--- src/design/wrr_pkg.sv ---
// Shared types and constants for the windowed resistance regression block.
`timescale 1ns / 1ps

package wrr_pkg;

    localparam int SAMPLE_W = 16;
    localparam int FRAC_W   = 16;
    localparam int WLEN_W   = 7;
    localparam int THR_W    = 16;
    localparam int CFG_W    = 16;
    localparam int RES_W    = 32;

    localparam logic [WLEN_W-1:0] WLEN_RESET = 7'd64;
    localparam logic [THR_W-1:0]  THR_RESET  = 16'd58982;

    typedef enum logic [0:0] {
        REG_WINDOW_LENGTH = 1'b0,
        REG_R2_THRESHOLD  = 1'b1
    } reg_index_t;

    // One sample pair plus the front-end classification.
    typedef struct packed {
        logic signed [SAMPLE_W-1:0] current_ma;
        logic signed [SAMPLE_W-1:0] voltage_mv;
        logic                       nonzero;
    } item_t;

endpackage

--- src/design/wrr_front.sv ---
// Front end: accepts sample pairs, marks zero-current pairs, and queues them.
`timescale 1ns / 1ps

module wrr_front (
    input  logic                clk,
    input  logic                rst_n,
    input  logic                s_tvalid,
    output logic                s_tready,
    input  logic [31:0]         s_tdata,   // [15:0] current_ma, [31:16] voltage_mv
    output logic                q_valid,
    input  logic                q_ready,
    output wrr_pkg::item_t      q_item
);

    wrr_pkg::item_t slot_reg [2];
    logic           wr_ptr_reg, wr_ptr_next;
    logic           rd_ptr_reg, rd_ptr_next;
    logic [1:0]     fill_reg, fill_next;
    logic           push, pop;
    wrr_pkg::item_t in_item;

    always_comb
    begin
        in_item.current_ma = s_tdata[15:0];
        in_item.voltage_mv = s_tdata[31:16];
        in_item.nonzero    = (s_tdata[15:0] != 16'd0);
    end

    assign s_tready = (fill_reg != 2'd2);
    assign q_valid  = (fill_reg != 2'd0);
    assign q_item   = slot_reg[rd_ptr_reg];
    assign push     = s_tvalid && s_tready;
    assign pop      = q_valid && q_ready;

    always_comb
    begin
        wr_ptr_next = push ? ~wr_ptr_reg : wr_ptr_reg;
        rd_ptr_next = pop ? ~rd_ptr_reg : rd_ptr_reg;
        fill_next   = fill_reg;
        if (push && !pop)
        begin
            fill_next = fill_reg + 2'd1;
        end
        else if (pop && !push)
        begin
            fill_next = fill_reg - 2'd1;
        end
    end

    always_ff @(posedge clk)
    begin
        if (push)
        begin
            slot_reg[wr_ptr_reg] <= in_item;
        end
    end

    always_ff @(posedge clk or negedge rst_n)
    begin
        if (!rst_n)
        begin
            wr_ptr_reg <= 1'b0;
            rd_ptr_reg <= 1'b0;
            fill_reg   <= 2'd0;
        end
        else
        begin
            wr_ptr_reg <= wr_ptr_next;
            rd_ptr_reg <= rd_ptr_next;
            fill_reg   <= fill_next;
        end
    end

endmodule

--- config.mk ---
export PLATFORM = sky130hd
export DESIGN_NAME = wrr_front
export DESIGN_NICKNAME = d
export VERILOG_FILES = /design/src/design/wrr_pkg.sv /design/src/design/wrr_front.sv
export SDC_FILE = /design/constraint.sdc
export NUM_CORES = 1
export LEC_CHECK = 0
export BUFFER_PORTS_ARGS = -buffer_cell sky130_fd_sc_hd__clkbuf_2
export CELL_PAD_IN_SITES_DETAIL_PLACEMENT = 0
export CELL_PAD_IN_SITES_GLOBAL_PLACEMENT = 2
export CORE_MARGIN = 4
export CORE_UTILIZATION = 41
export DETAILED_ROUTE_END_ITERATION = 8
export GPL_TIMING_DRIVEN = 1
export PLACE_DENSITY = 0.82
export SYNTH_ARGS = -nofsm -noshare
export SYNTH_HDL_FRONTEND = slang
export SYNTH_SLANG_ARGS = --single-unit
--- constraint.sdc ---
create_clock -name clk -period 3.9 [get_ports clk]
set_input_delay 0 -clock clk [delete_from_list [all_inputs] [get_ports clk]]
set_output_delay 0 -clock clk [all_outputs]
set_load 0.05 [all_outputs]
**Yosys cells after proc, flatten, opt, wreduce, memory -nomap -nowiden**

Memory sizes are Yosys's and may differ from the RTL's.
Index checks and enable logic that the tools add are counted.

- Output and inout bits: 35
- Bits of input ports: 36
- Bits in writable memories: 66
- Bits in registers: 4
- Memories kept: 1

- Bitwise operators: 2
- Add/subtract/negate cells: 2
- Eq/ne operators: 1
- Reduce and logical (&&, ||, !) cells: 9
- Muxes and demuxes: 4

Memory list:

| memory | depth | bits a word | rd ports | clocked after Yosys merged registers in | wr ports | line | text |
|---|---|---|---|---|---|---|---|
| slot_reg | 2 | 33 | 1 | 0 | 1 | wrr_front.sv:15 | `wrr_pkg::item_t slot_reg [2];` |

Operators with widths:

| cell | count |
|---|---|
| $reduce_bool A16 Y1 | 1 |
| $logic_and A1 B1 Y1 | 4 |
| $mux W2 | 2 |
| $reduce_bool A2 Y1 | 2 |
| $add A2 B1 Y2 const B | 1 |
| $logic_not A1 Y1 | 2 |
| $mux W1 | 2 |
| $ne A2 B2 Y1 const B | 1 |
| $not A1 Y1 | 2 |
| $sub A2 B1 Y2 const B | 1 |

**Logic depth before layout (Yosys ltp)**

- Word-level depth: 6
- Gate-level depth with buffers: 7
- Mapped depth without buffers: 7

**Worst setup path after synthesis**

OpenSTA, ideal clock, no wires.

- Kind: register to register
- Start: register fill_reg[0]
- End: memory slot_reg[0][0] (netlist bit), enable pin
- Data required time: 3,477 ps
- Period minus slack after synthesis: 2,889 ps
- Cell stages (with the launch flop): 4
- Setup slack: 1,011 ps
- Arrival time: 2,466 ps
- Buffers on the path: 0
- Library setup time: 423 ps
- Path through: dfrtp_1 nand2b_1 nand2_1 nor2_1

- Word-level cells in the longest chain between the ends: 4

RTL lines:

| element | line | text |
|---|---|---|
| start, declared | wrr_front.sv:18 | `logic [1:0] fill_reg, fill_next;` |
| start signal, assigned | wrr_front.sv:70 | `fill_reg <= fill_next;` |
| $ne A2 B2 Y1 | wrr_front.sv:29 | `assign s_tready = (fill_reg != 2'd2);` |
| named net s_tready | wrr_front.sv:8 | `output logic s_tready,` |
| $logic_and A1 B1 Y1 | wrr_front.sv:32 | `assign push = s_tvalid && s_tready;` |
| $mux W1 | wrr_front.sv:52 | `if (push)` |
| $mux W1 (not written as such) | wrr_front.sv:54 | `slot_reg[wr_ptr_reg] <= in_item;` |
| end, declared | wrr_front.sv:15 |  |

The timed path passes the listed nets, and every way through them passes these cells.

==> results.txt <==
----------------------------------------------------
[Yosys]
  Number of instances in the synthesized netlist ... 126
  Main area contributors after synthesis ... sky130_fd_sc_hd__edfxtp_1 72%, sky130_fd_sc_hd__mux2_4 16%, sky130_fd_sc_hd__dfrtp_1 3.6%
  Mapped Nets ... 163
  Share of Yosys cell area claimed by the top area cell type ... 0.718
  Warnings, synthesis ... 0
  Synthesized area ... 0.00276 mm²
  Syn avg cell area ... 21.9 µm²
  Cell taking the most area after synthesis ... sky130_fd_sc_hd__edfxtp_1
  Register bit total from synthesis ... 70
  Distinct cell type count after synthesis ... 17
  Seq/Total Area, Yosys ... 0.755

[Floorplanning]
  Total Die Area ... 0.00811 mm²
  Core area ... 0.00646 mm²
  Die span in x ... 90.0 µm
  Cell row count ... 29
  Top Ports ... 71
  Initial Util ... 0.427
  Die height ... 90.0 µm

[Cells and area]
  Nets@finish ... 275
  Filler Cell Count ... 528
  Max FFs per register ... 66
  Flip-flop and latch area ... 0.00208 mm²
  Top library cells by usage in the layout, fill and taps aside ... 70 x sky130_fd_sc_hd__clkbuf_2, 66 x sky130_fd_sc_hd__edfxtp_1, 35 x sky130_fd_sc_hd__dlygate4sd3_1
  Area growth, synth to finish ... 31.9%
  Antenna fix cells ... 0
  Ratio of cells with drive above 1 in the final layout ... 0.485
  Fin area ... 0.00364 mm²
  Area of combinational cells with multiple inputs ... 611 µm²
  Most common cell after layout, fill and taps aside ... sky130_fd_sc_hd__clkbuf_2
  Final instance count without filler cells ... 318

[Global routing]
  Grt ovf ... 0
  Via count of the first global-routing pass ... 1,634
  Global-route wire length before repair ... 7.71 mm
  Largest net degree at the start of global routing ... 35
  Antenna violations before repair ... 0
  Total track usage ... 0.124

[Routing]
  Iteration-0 DRC count of the detailed router ... 44
  DR vias ... 1,475
  Number of remaining DRC errors ... 0
  Via-per-instance ratio ... 4.64
  Detailed-route wire length per cell ... 14.8 µm
  Final wirelength ... 4.70 mm
  Final antenna-violating net count ... 0
  Detailed-routing iteration count for the pre-antenna-repair pass ... 4

[Power and ir drop]
  Internal power ... 1.68 mW
  Total leakage power ... 1.47 nW
  Sw Share ... 0.415
  Power spent charging and discharging nets ... 1.19 mW
  Power per cell area ... 790 mW/mm²
  Share of power burned in combinational logic ... 0.436
  Maximum resistive drop on vdd ... 0.000672 V
  Proportion of power drawn by flip-flops and latches ... 0.409
  Clock group share of total power ... 0.155

[Timing]
  Transition time at the pin with the least slew margin ... 1.02 ns
  Post-route clock skew ... 0.00766 ns
  Period utilization ... 0.526
  RSZ-0062 raised after global routing ... no
  Setup Total Neg Slack ... 0 ns
  Final worst setup slack ... 1.85 ns
  Setup violations, final ... 0
  Hold Violations, Final ... 0
  Number of pins exceeding their max-slew limit in the final report ... 0
  Min cycle time layout ... 2.05 ns
  Max Clock Freq ... 487 MHz
  Normalized max-slew margin ... 0.318
  Worst Hold Slack ... 0.0470 ns

[Critical path]
  Element type at the critical path start ... flop
  Largest fanout on the critical path ... 34
  Required time of the worst setup path ... 3.90 ns
  Data arrival time of the critical path ... 2.05 ns
  Type of the setup path with the least slack ... reg -> out
  CP Capture Type ... primary output

[Placed design]
  Final GP Congestion ... 0.693
  Post-placement setup slack ... 1.99 ns
  Number of I/O port buffers ... 70
  Number of cells in the design after placement ... 269
  Total placed instance area ... 0.00314 mm²
  Dpl hpwl ... 3.09 mm

[Clocking]
  Worst-case clock buffer depth ... 2
  Clk sinks ... 70
  Clock H-tree levels ... 3
  Clock buffer count from CTS ... 9
  Clock slew seen by the registers of the worst setup and hold paths ... 0.06 ns
  TritonCTS clock tree ... yes
  Root cell of the clock tree ... sky130_fd_sc_hd__clkbuf_8
  Number of resized instances in the post-cts repair step ... 0
  Worst-Skew Late Latency ... 0.33 ns

[Status]
  Outcome ... finished, final reports clean

[Min path]
  Path class of the lowest-slack min-delay path ... in -> reg

[Flow run]
  Max-cap violations ... 0

----------------------------------------------------
repair_timing:
item	in CTS	in global routing
setup buffers	0	0
hold buffers	35	0
endpoints found under the hold margin	71	0
power by group through the flow:
stage / combinational, mW / clock [mW] / sequential, mW
after floorplan: 1.16 / 0 / 1.09
after global placement: 1.23 / 0 / 1.18
after detailed placement: 1.24 / 0 / 1.20
after CTS: 1.27 / 0.461 / 1.18
after global routing: 1.32 / 0.503 / 1.20
final: 1.25 / 0.445 / 1.18
cell usage after synthesis:
library cell	n
sky130_fd_sc_hd__buf_12	3
sky130_fd_sc_hd__ha_1	1
sky130_fd_sc_hd__mux2_2	4
sky130_fd_sc_hd__xnor2_1	3
sky130_fd_sc_hd__xor2_1	2
sky130_fd_sc_hd__inv_1	1
sky130_fd_sc_hd__nor4_1	4
sky130_fd_sc_hd__edfxtp_1	66
sky130_fd_sc_hd__nand2b_1	1
sky130_fd_sc_hd__buf_6	1
sky130_fd_sc_hd__nand2_1	2
sky130_fd_sc_hd__mux2_4	29
sky130_fd_sc_hd__or2_1	1
sky130_fd_sc_hd__nor2_1	2
sky130_fd_sc_hd__nand4_1	1
sky130_fd_sc_hd__and3_1	1
sky130_fd_sc_hd__dfrtp_1	4
path summary, 6_finish.rpt:
| path | startpoint | end | slack [ns] | cells after the start |
|---|---|---|---|---|
| max | rd_ptr_reg | q_item[25] | 1.85 | 2 |
| min | s_tvalid | wr_ptr_reg | 0.05 | 3 |
| max reg2reg | fill_reg[0] | slot_reg[0][10] | 2.04 | 3 |
| min reg2reg | fill_reg[1] | fill_reg[1] | 0.50 | 1 |
| max in group asynchronous | rst_n | rd_ptr_reg | 3.13 | 3 |
| min in group asynchronous | rst_n | fill_reg[1] | 0.57 | 3 |
cells by family after synthesis:
kind of cell / share of synthesized area
mux: 0.174
xor+xnor: 0.0159
fa+ha+maj: 0.00453
flops: 0.755
buf+inv: 0.0272
simple gates: 0.0236
through the flow:
step | power (mW) | util
global route | 3.02 | 0.564
detailed placement | 2.44 | 0.487
global placement | 2.41 | 0.487
floorplan | 2.25 | -
CTS | 2.91 | 0.564
finish | 2.87 | 0.564
per-layer routing:
metal | track usage | wire, µm
met5 | 0 | 0
met4 | 0.0536 | 97
met3 | 0.0576 | 369
met2 | 0.192 | 2250
met1 | 0.147 | 1990
worst max-delay path, cell delays in order, from the launching register on:
cell                       delay, ns
sky130_fd_sc_hd__dfrtp_2        1.04
sky130_fd_sc_hd__mux2_2         0.43
sky130_fd_sc_hd__clkbuf_2       0.24
cell type report:
| type | instances | share of cell area |
|---|---|---|
| multi-input combinational | 51 | 0.168 |
| timing repair buffer | 105 | 0.193 |
| tap | 77 | 0.0265 |
| sequential | 70 | 0.572 |
| inverter | 1 | 0.00103 |
| clock inverter | 3 | 0.00378 |
| clock buffer | 11 | 0.0361 |
No activity file was read; power rests on OpenSTA's default activity.
